$ cat config.mk
export PLATFORM = sky130hd
export DESIGN_NAME = cp1251_to_utf8_transcoder_unit
export DESIGN_NICKNAME = d
export VERILOG_FILES = /design/src/hdl/cp1251_pkg.sv /design/src/hdl/cp1251_to_utf8_transcoder_unit.sv /design/src/hdl/cp1251_front.sv /design/src/hdl/cp1251_queue.sv /design/src/hdl/cp1251_back.sv
export SDC_FILE = /design/constraint.sdc
export NUM_CORES = 1
export LEC_CHECK = 0
export ABC_AREA = 1
export BUFFER_PORTS_ARGS = -buffer_cell sky130_fd_sc_hd__buf_2
export CAP_MARGIN = 20
export CORE_MARGIN = 3
export CORE_UTILIZATION = 60
export CTS_CLUSTER_DIAMETER = 30
export CTS_CLUSTER_SIZE = 14
export DETAILED_ROUTE_END_ITERATION = 12
export PLACE_DENSITY = 0.79
export SYNTH_ARGS = -nofsm -noshare
export SYNTH_HDL_FRONTEND = slang
export SYNTH_SLANG_ARGS = --single-unit
$ cat constraint.sdc
create_clock -name clk -period 2.55 [get_ports clk]
set_input_delay 0.1275 -clock clk [delete_from_list [all_inputs] [get_ports clk]]
set_output_delay 0.1275 -clock clk [all_outputs]
set_load 0.1 [all_outputs]
$ cat src/hdl/cp1251_pkg.sv
// Shared types, constants and the upper-half code point table for the CP1251 to UTF-8 unit.
package cp1251_pkg;

	localparam int unsigned QUEUE_DEPTH = 2;

	localparam logic [15:0] CYR_BASE_CP   = 16'h0410;
	localparam logic [7:0]  CYR_BASE_BYTE = 8'hC0;
	localparam logic [7:0]  ASCII_LIMIT   = 8'h80;
	localparam logic [15:0] ONE_BYTE_MAX  = 16'h007F;
	localparam logic [15:0] TWO_BYTE_MAX  = 16'h07FF;
	localparam logic [7:0]  LEAD2_MARK    = 8'hC0;
	localparam logic [7:0]  LEAD3_MARK    = 8'hE0;
	localparam logic [7:0]  CONT_MARK     = 8'h80;

	// Code points for bytes 0x80..0xBF; the unassigned 0x98 becomes '?'.
	localparam logic [15:0] UPPER_HALF [64] = '{
		16'h0402, 16'h0403, 16'h201A, 16'h0453, 16'h201E, 16'h2026, 16'h2020, 16'h2021,
		16'h20AC, 16'h2030, 16'h0409, 16'h2039, 16'h040A, 16'h040C, 16'h040B, 16'h040F,
		16'h0452, 16'h2018, 16'h2019, 16'h201C, 16'h201D, 16'h2022, 16'h2013, 16'h2014,
		16'h003F, 16'h2122, 16'h0459, 16'h203A, 16'h045A, 16'h045C, 16'h045B, 16'h045F,
		16'h00A0, 16'h040E, 16'h045E, 16'h0408, 16'h00A4, 16'h0490, 16'h00A6, 16'h00A7,
		16'h0401, 16'h00A9, 16'h0404, 16'h00AB, 16'h00AC, 16'h00AD, 16'h00AE, 16'h0407,
		16'h00B0, 16'h00B1, 16'h0406, 16'h0456, 16'h0491, 16'h00B5, 16'h00B6, 16'h00B7,
		16'h0451, 16'h2116, 16'h0454, 16'h00BB, 16'h0458, 16'h0405, 16'h0455, 16'h0457
	};

	typedef enum logic [1:0] {
		LEN_ONE   = 2'd1,
		LEN_TWO   = 2'd2,
		LEN_THREE = 2'd3
	} len_t;

	typedef struct packed {
		logic [15:0] cp;
		len_t        len;
	} qentry_t;

	typedef struct packed {
		logic    valid;
		qentry_t entry;
	} qport_t;

endpackage

$ cat src/hdl/cp1251_to_utf8_transcoder_unit.sv
// Top level of the CP1251 to UTF-8 transcoder unit.
//
// Input channel: drive source_byte and raise start; the byte is taken at a
// rising clock edge where start is high and busy is low. busy rises only
// when the internal queue is full.
// Output channel: each UTF-8 byte appears on utf8_byte for one cycle with
// strobe high; last_of_run marks the final byte of the run for one input.
// The receiver cannot stall, so every strobe is a completed transaction.
// A run is one byte for ASCII, two for code points up to U+07FF and three
// above; the bytes of a run come on consecutive cycles.
// When the serializer is free, an accepted byte passes through the queue,
// the serializer's current-entry register and the output register before its
// first byte strobes. Throughput is one output byte per cycle; an item holds
// the serializer until its run drains; the queue lets the front keep accepting.
// Reset (arst_n low) empties the queue and drops any run in progress;
// strobe is low out of reset.
module cp1251_to_utf8_transcoder_unit #(
	parameter int unsigned QueueDepth = cp1251_pkg::QUEUE_DEPTH
) (
	input  logic       clk,
	input  logic       arst_n,
	input  logic       start,
	output logic       busy,
	input  logic [7:0] source_byte,
	output logic       strobe,
	output logic [7:0] utf8_byte,
	output logic       last_of_run
);

	cp1251_pkg::qport_t push;
	cp1251_pkg::qport_t head;
	logic               pop;

	cp1251_front u_front (
		.start       (start),
		.busy        (busy),
		.source_byte (source_byte),
		.push        (push)
	);

	cp1251_queue #(
		.Depth (QueueDepth)
	) u_queue (
		.clk    (clk),
		.arst_n (arst_n),
		.push   (push),
		.pop    (pop),
		.head   (head),
		.full   (busy)
	);

	cp1251_back u_back (
		.clk         (clk),
		.arst_n      (arst_n),
		.head        (head),
		.pop         (pop),
		.strobe      (strobe),
		.utf8_byte   (utf8_byte),
		.last_of_run (last_of_run)
	);

	// A run continues on the very next cycle until its last byte.
	a_run_contiguous: assert property (@(posedge clk) disable iff (!arst_n)
		strobe && !last_of_run |=> strobe)
		else $error("UTF-8 run broken before its last byte");

	// No run is longer than three bytes.
	a_run_max3: assert property (@(posedge clk) disable iff (!arst_n)
		strobe && !last_of_run && $past(strobe && !last_of_run) |=> last_of_run)
		else $error("UTF-8 run longer than three bytes");

	// Lead byte of a multi-byte run carries the 11 prefix.
	a_lead_prefix: assert property (@(posedge clk) disable iff (!arst_n)
		strobe && !last_of_run && !$past(strobe && !last_of_run)
		|-> utf8_byte[7:6] == 2'b11)
		else $error("multi-byte run without a lead byte");

	// Bytes after the lead are continuation bytes.
	a_cont_prefix: assert property (@(posedge clk) disable iff (!arst_n)
		strobe && $past(strobe && !last_of_run) |-> utf8_byte[7:6] == 2'b10)
		else $error("continuation byte without 10 prefix");

endmodule

$ cat src/hdl/cp1251_front.sv
// Front end: maps a CP1251 byte to its code point and UTF-8 run length.
module cp1251_front (
	input  logic                 start,
	input  logic                 busy,
	input  logic [7:0]           source_byte,
	output cp1251_pkg::qport_t   push
);

	logic [15:0] cp;

	always_comb begin
		if (source_byte < cp1251_pkg::ASCII_LIMIT) begin
			cp = {8'h00, source_byte};
		end else if (source_byte >= cp1251_pkg::CYR_BASE_BYTE) begin
			cp = cp1251_pkg::CYR_BASE_CP + {10'd0, source_byte[5:0]};
		end else begin
			cp = cp1251_pkg::UPPER_HALF[source_byte[5:0]];
		end
	end

	always_comb begin
		push.valid    = start && !busy;
		push.entry.cp = cp;
		if (cp <= cp1251_pkg::ONE_BYTE_MAX) begin
			push.entry.len = cp1251_pkg::LEN_ONE;
		end else if (cp <= cp1251_pkg::TWO_BYTE_MAX) begin
			push.entry.len = cp1251_pkg::LEN_TWO;
		end else begin
			push.entry.len = cp1251_pkg::LEN_THREE;
		end
	end

endmodule

$ cat src/hdl/cp1251_queue.sv
// Small register queue between the classifying front end and the byte serializer.
module cp1251_queue #(
	parameter int unsigned Depth = cp1251_pkg::QUEUE_DEPTH
) (
	input  logic                 clk,
	input  logic                 arst_n,
	input  cp1251_pkg::qport_t   push,
	input  logic                 pop,
	output cp1251_pkg::qport_t   head,
	output logic                 full
);

	localparam int unsigned PtrW = (Depth > 1) ? $clog2(Depth) : 1;
	localparam int unsigned CntW = $clog2(Depth + 1);
	localparam logic [PtrW-1:0] LastPtr = PtrW'(Depth - 1);
	localparam logic [CntW-1:0] FullCnt = CntW'(Depth);

	cp1251_pkg::qentry_t mem_q [Depth];
	logic [PtrW-1:0]     wr_ptr_q;
	logic [PtrW-1:0]     rd_ptr_q;
	logic [CntW-1:0]     count_q;
	logic                do_pop;

	assign full       = (count_q == FullCnt);
	assign head.valid = (count_q != '0);
	assign head.entry = mem_q[rd_ptr_q];
	assign do_pop     = pop && head.valid;

	always_ff @(posedge clk) begin
		if (push.valid) begin
			mem_q[wr_ptr_q] <= push.entry;
		end
	end

	always_ff @(posedge clk or negedge arst_n) begin
		if (!arst_n) begin
			wr_ptr_q <= '0;
			rd_ptr_q <= '0;
			count_q  <= '0;
		end else begin
			if (push.valid) begin
				wr_ptr_q <= (wr_ptr_q == LastPtr) ? '0 : wr_ptr_q + 1'b1;
			end
			if (do_pop) begin
				rd_ptr_q <= (rd_ptr_q == LastPtr) ? '0 : rd_ptr_q + 1'b1;
			end
			case ({push.valid, do_pop})
				2'b10:   count_q <= count_q + 1'b1;
				2'b01:   count_q <= count_q - 1'b1;
				default: count_q <= count_q;
			endcase
		end
	end

endmodule

$ cat src/hdl/cp1251_back.sv
// Back end: serializes one queued code point into its UTF-8 bytes, one per cycle.
module cp1251_back (
	input  logic                 clk,
	input  logic                 arst_n,
	input  cp1251_pkg::qport_t   head,
	output logic                 pop,
	output logic                 strobe,
	output logic [7:0]           utf8_byte,
	output logic                 last_of_run
);

	logic                active_q;
	cp1251_pkg::qentry_t cur_q;
	logic [1:0]          pos_q;
	logic [7:0]          byte_d;
	logic                last_d;
	logic                strobe_q;
	logic [7:0]          byte_q;
	logic                last_q;

	assign last_d = (pos_q == (cur_q.len - 2'd1));
	assign pop    = !active_q || last_d;

	always_comb begin
		case (cur_q.len)
			cp1251_pkg::LEN_ONE: begin
				byte_d = cur_q.cp[7:0];
			end
			cp1251_pkg::LEN_TWO: begin
				if (pos_q == 2'd0) begin
					byte_d = cp1251_pkg::LEAD2_MARK | {3'd0, cur_q.cp[10:6]};
				end else begin
					byte_d = cp1251_pkg::CONT_MARK | {2'd0, cur_q.cp[5:0]};
				end
			end
			cp1251_pkg::LEN_THREE: begin
				case (pos_q)
					2'd0:    byte_d = cp1251_pkg::LEAD3_MARK | {4'd0, cur_q.cp[15:12]};
					2'd1:    byte_d = cp1251_pkg::CONT_MARK | {2'd0, cur_q.cp[11:6]};
					default: byte_d = cp1251_pkg::CONT_MARK | {2'd0, cur_q.cp[5:0]};
				endcase
			end
			default: begin
				byte_d = cur_q.cp[7:0];
			end
		endcase
	end

	always_ff @(posedge clk or negedge arst_n) begin
		if (!arst_n) begin
			active_q <= 1'b0;
			pos_q    <= '0;
			strobe_q <= 1'b0;
		end else begin
			strobe_q <= active_q;
			if (active_q && !last_d) begin
				pos_q <= pos_q + 2'd1;
			end else begin
				// load the next code point, or go idle
				active_q <= head.valid;
				pos_q    <= '0;
			end
		end
	end

	always_ff @(posedge clk) begin
		if (pop && head.valid) begin
			cur_q <= head.entry;
		end
		byte_q <= byte_d;
		last_q <= last_d;
	end

	assign strobe      = strobe_q;
	assign utf8_byte   = byte_q;
	assign last_of_run = last_q;

endmodule

==> results.json, run 1 <==
{
  "post-route-drc-count": 0,
  "netlist-cell-type-count": 31,
  "outcome": "completed",
  "placedCellCount": 445,
  "start_kind": "register",
  "cts_hold_buf": 1,
  "die_y_um": 77.6,
  "clock-sinks": 56,
  "crit_path_top_delay_cell": "edfxtp_1",
  "dpl-instance-area_um2": 3200,
  "crit_family": "adder cells",
  "cts_resized": 0,
  "total_power_mw": 3.92,
  "nets": 413,
  "core_um2": 4850,
  "rsz0062_at_grt": "no",
  "seq_area_frac_synth": 0.505,
  "slew-limit-headroom": 0.310,
  "diodes": 0,
  "criticalPathCategory": "reg2reg",
  "leakage_nw": 1.55,
  "drt_iter0_drc": 122,
  "cts_max_level": 2,
  "path_cells": "inv_1, ha_1, xnor2_1, nand2_1, nand2_1, o21ai_0, inv_1, ha_1, a21oi_1, o21ai_0, xor2_1",
  "via_count": 2445,
  "clkTransAtPathRegs_ns": 0.09,
  "drive_gt1_frac": 0.113,
  "finalNonFillerCells": 455,
  "place.detailed.hpwl_um": 4640,
  "drt_wl_total_um": 6160,
  "synth_area_um2": 3070,
  "fmax_mhz": 465,
  "worstSetupEndpointType": "register",
  "dr.pass1.iters": 5,
  "holdWs_ns": 0.201,
  "setup_viol": 0,
  "antenna_found_initial": 0,
  "area_growth_pct": 8.39,
  "stdcell_area_um2": 3330,
  "cts_tree": "yes",
  "syn_nets": 393,
  "maxCapViolations": 0,
  "io_buffer_count": 21,
  "p_per_area_nw_per_um2": 1180,
  "grt_pass1_wl_um": 10400,
  "final_core_util": 0.687,
  "dieArea_um2": 6020,
  "io_pins": 22,
  "worstPathMaxFanout": 4,
  "peakVddDrop_mv": 0.726,
  "grt_max_degree": 23,
  "ant_nets": 0,
  "cts_buffers": 5,
  "initial_utilization": 0.634,
  "vias_per_cell": 5.37,
  "max_stage_delay_ns": 0.39,
  "gr-total-overflow": 0,
  "hold_path_class": "in2async",
  "postCtsSetupRepairBufs": 0,
  "wl_per_cell_um": 13.5,
  "clockRootBuffer": "clkbuf_8",
  "gp_congestion": 0.985,
  "syn_area_per_cell_um2": 8.37,
  "post-route-period-util": 0.844,
  "max_slew.worst_pin.slew_ns": 1.03,
  "chipWidth_um": 77.6,
  "final_cell_mix": "122 x nand2_1, 39 x edfxtp_1, 34 x inv_1",
  "cp.arrival_ns": 2.33,
  "grt.total_usage": 0.218,
  "period_minus_slack_ns": 2.15,
  "setup_tns_ns": 0,
  "yosys_warnings": 0,
  "dp_slack_ns": 0.425,
  "synth_cells": 367,
  "finalHoldViolations": 0,
  "path_buf_inv": 2,
  "layout_setup_ws_ns": 0.398,
  "clk_latency_ns": 0.30,
  "grt_pass1_vias": 2372,
  "ctsLongestPathBuffers": 2,
  "synth-seq-cells": 56,
  "final_common_cell": "nand2_1",
  "rows": 25,
  "finClkSkew_ns": 0.00755,
  "drv_slew": 0,
  "cp.required_ns": 2.73
}
logic make-up after synthesis:
group | count (synthesis) | share of synthesized area
xor gates and xnor gates | 6 | 0.0171
DFF | 56 | 0.505
and+or+nand+nor | 188 | 0.252
AOI/OAI and AO/OA | 53 | 0.0957
adders and majority gates | 15 | 0.0611
buffers and inverters | 49 | 0.0696
final cells by class:
cell class	instances	area (um2)
clock buffer	5	68.8
clock inverter	3	42.5
fill	389	1520
inverter	37	139
multi-input combinational	262	1310
sequential	56	1550
tap	67	83.8
timing repair buffer	25	138
per-layer routing:
layer / vias up / global-route usage / wire (um)
met3: 8 / 0.0244 / 329
met1: 1115 / 0.248 / 2350
li1: 1241 / - / -
met4: 0 / 0.0694 / 108
met2: 81 / 0.421 / 3370
met5: - / 0 / 0
cell usage after synthesis:
library cell,instances,area [um2]
a21boi_0,1,7.51
a21oi_1,17,85.1
a31oi_1,1,6.26
buf_2,6,30.0
buf_4,2,15.0
buf_6,2,22.5
clkbuf_1,2,7.51
dfrtp_1,8,200
dfxtp_1,9,180
edfxtp_1,39,1170
ha_1,15,188
inv_1,34,128
inv_2,3,11.3
nand2_1,122,458
nand2_2,4,25.0
nand3_1,25,125
nand3b_1,1,7.51
nand4_1,2,12.5
nor2_1,27,101
nor2_2,3,18.8
nor3_1,3,15.0
nor3_2,1,10.0
o2111ai_1,1,8.76
o211ai_1,3,22.5
o21ai_0,24,120
o21ai_2,1,8.76
o22ai_1,3,18.8
o31ai_1,1,7.51
o32ai_1,1,8.76
xnor2_1,3,26.3
xor2_1,3,26.3
where the power goes:
group / internal (mW) / total [mW] / switching [mW]
clock network: 0.290 / 0.552 / 0.261
registers: 1.44 / 1.57 / 0.127
logic: 0.423 / 1.80 / 1.38
state kept, by name, summed over array words and instances (netlist names):
| name | flops |
|---|---|
| u_queue.rd_ptr_q | 1 |
| u_queue.count_q | 2 |
| u_back.cur_q | 13 |
| u_back.last_of_run | 1 |
| u_queue.mem_q | 26 |
| u_queue.wr_ptr_q | 1 |
| u_back.pos_q | 2 |
| u_back.utf8_byte | 8 |
| u_back.strobe | 1 |
| u_back.active_q | 1 |
worst paths after layout:
path	from	endpoint	slack, ns	cells past startpoint
min in group clk	source_byte[7]	u_queue.mem_q[0][12]$_DFFE_PP_	0.25	3
worst min register to register	u_back.active_q$_DFFE_PN0N_	u_back.strobe$_DFF_PN0_	0.38	0
worst max register to register	u_back.cur_q[0]$_DFFE_PP_	u_queue.count_q[1]$_DFFE_PN0P_	0.40	11
max in group asynchronous	arst_n	u_queue.count_q[1]$_DFFE_PN0P_	2.18	2
worst min-delay path	arst_n	u_queue.rd_ptr_q$_DFFE_PN0P_	0.20	2
worst max-delay path	u_back.cur_q[0]$_DFFE_PP_	u_queue.count_q[1]$_DFFE_PN0P_	0.40	11
Note: power is estimated with default switching activity, not from simulation.
==> run 2: changes to the inputs <==
==> constraint.sdc (replaced) <==
create_clock -name clk -period 2.1 [get_ports clk]
set_input_delay 0.105 -clock clk [delete_from_list [all_inputs] [get_ports clk]]
set_output_delay 0.105 -clock clk [all_outputs]
set_load 0.1 [all_outputs]
==> results.json, run 2 (synthesis gave the netlist of run 1 again) <==
{
  "io_pins": 22,
  "dieArea_um2": 6020,
  "crit_end": "u_queue.count_q[1]$_DFFE_PN0P_",
  "r2r_end": "u_queue.count_q[1]$_DFFE_PN0P_",
  "grt.total_usage": 0.237,
  "post-route-period-util": 0.939,
  "rows": 25,
  "maxCapViolations": 0,
  "layout_setup_ws_ns": 0.128,
  "worstPathMaxFanout": 4,
  "chipWidth_um": 77.6,
  "dp_slack_ns": 0.0263,
  "clock-sinks": 56,
  "grt_pass1_vias": 2398,
  "setup_viol": 0,
  "start_kind": "register",
  "gr-total-overflow": 0,
  "via_count": 2505,
  "grt_max_degree": 22,
  "outcome": "completed",
  "cts_buffers": 5,
  "clockRootBuffer": "clkbuf_8",
  "period_minus_slack_ns": 1.97,
  "antenna_found_initial": 0,
  "initial_utilization": 0.634,
  "cts_max_level": 2,
  "diodes": 0,
  "ant_nets": 0,
  "cts_tree": "yes",
  "grt_pass1_wl_um": 11200,
  "slew-limit-headroom": 0.673,
  "drt_iter0_drc": 113,
  "post-route-drc-count": 0,
  "r2r-start": "u_back.cur_q[0]$_DFFE_PP_",
  "drv_slew": 0,
  "fmax_mhz": 507,
  "drt_wl_total_um": 6680,
  "final_cell_mix": "121 x nand2_1, 39 x edfxtp_1, 33 x inv_1",
  "max_slew.worst_pin.slew_ns": 0.485,
  "finClkSkew_ns": 0.00495,
  "vias_per_cell": 5.35,
  "worstRegToRegCells": 11,
  "place.detailed.hpwl_um": 5060,
  "p_per_area_nw_per_um2": 1410,
  "leakage_nw": 1.60,
  "gp_congestion": 0.971,
  "ctsLongestPathBuffers": 2,
  "final_common_cell": "nand2_1",
  "die_y_um": 77.6,
  "criticalPathCategory": "reg2reg",
  "clkTransAtPathRegs_ns": 0.09,
  "hold_path_class": "in2async",
  "peakVddDrop_mv": 1.26,
  "io_buffer_count": 21,
  "finalHoldViolations": 0,
  "reg2reg_setup_slack_ns": 0.13,
  "dr.pass1.iters": 8,
  "largest_register_ffs": 26,
  "area_growth_pct": 11.2,
  "regMostFlops": "u_queue.mem_q",
  "core_um2": 4850,
  "drive_gt1_frac": 0.150,
  "nets": 426,
  "clk_latency_ns": 0.31,
  "worstSetupEndpointType": "register",
  "critPathLaunch": "u_back.cur_q[0]$_DFFE_PP_",
  "cp.arrival_ns": 2.16,
  "finalNonFillerCells": 468,
  "cp.required_ns": 2.29,
  "total_power_mw": 4.81,
  "wl_per_cell_um": 14.3,
  "placedCellCount": 458
}
## run 2: power by group
group          internal (mW)  switching [mW]  leakage (nW)
Clock                  0.236           0.333        0.0404
Sequential              1.75           0.163         0.539
Combinational          0.593            1.74          1.02
## run 2: how the worst min path moves through the flow
| stage | start | to | slack (ns) | depth (start not counted) |
|---|---|---|---|---|
| final | arst_n | u_queue.count_q[0]$_DFFE_PN0P_ | 0.17 | 2 |
| after global routing | arst_n | u_queue.rd_ptr_q$_DFFE_PN0P_ | 0.17 | 2 |
| after CTS | arst_n | u_queue.count_q[0]$_DFFE_PN0P_ | 0.16 | 2 |
| after detailed placement | arst_n | u_queue.rd_ptr_q$_DFFE_PN0P_ | -0.05 | 1 |
| after global placement | arst_n | u_queue.wr_ptr_q$_DFFE_PN0P_ | -0.05 | 1 |
| after floorplan | arst_n | u_back.active_q$_DFFE_PN0N_ | -0.19 | 0 |
## run 2: through the flow
stage	utilization	setup TNS, ns	area, um2	hold WS, ns
floorplan	-	0	3070	-0.191
global placement	0.681	0	3300	-0.0499
detailed placement	0.681	0	3300	-0.0454
CTS	0.702	0	3400	0.158
global route	0.705	-0.00270	3420	0.169
finish	0.705	0	3420	0.166
## run 2: final cells by class
class	instances	area [um2]
Sequential cell	56	1550
Fill cell	382	1430
Multi-Input combinational cell	262	1310
Timing Repair Buffer	38	235
Inverter	37	139
Tap cell	67	83.8
Clock buffer	5	68.8
Clock inverter	3	23.8
## run 2: critical path, stage by stage (launching register included)
cell      delay [ns]
edfxtp_1        0.38
inv_1           0.05
ha_1            0.30
xnor2_1         0.13
nand2_1         0.10
nand2_2         0.08
o21ai_2         0.08
inv_2           0.05
ha_1            0.30
a21oi_1         0.14
o21ai_1         0.10
xor2_1          0.15
## run 2: routing by layer
layer | GRT usage | routed length [um] | vias to the layer above
met5 | 0 | 0 | -
met4 | 0.109 | 203 | 0
met3 | 0.0255 | 245 | 15
met2 | 0.457 | 3640 | 77
met1 | 0.257 | 2590 | 1139
li1 | - | - | 1274
## run 2: what timing repair did
action	4_1_cts	5_1_grt
hold buffers	1	0
setup buffers	0	1
resized for setup	0	3
hold endpoints to repair	8	0
endpoints found under the setup margin	0	1
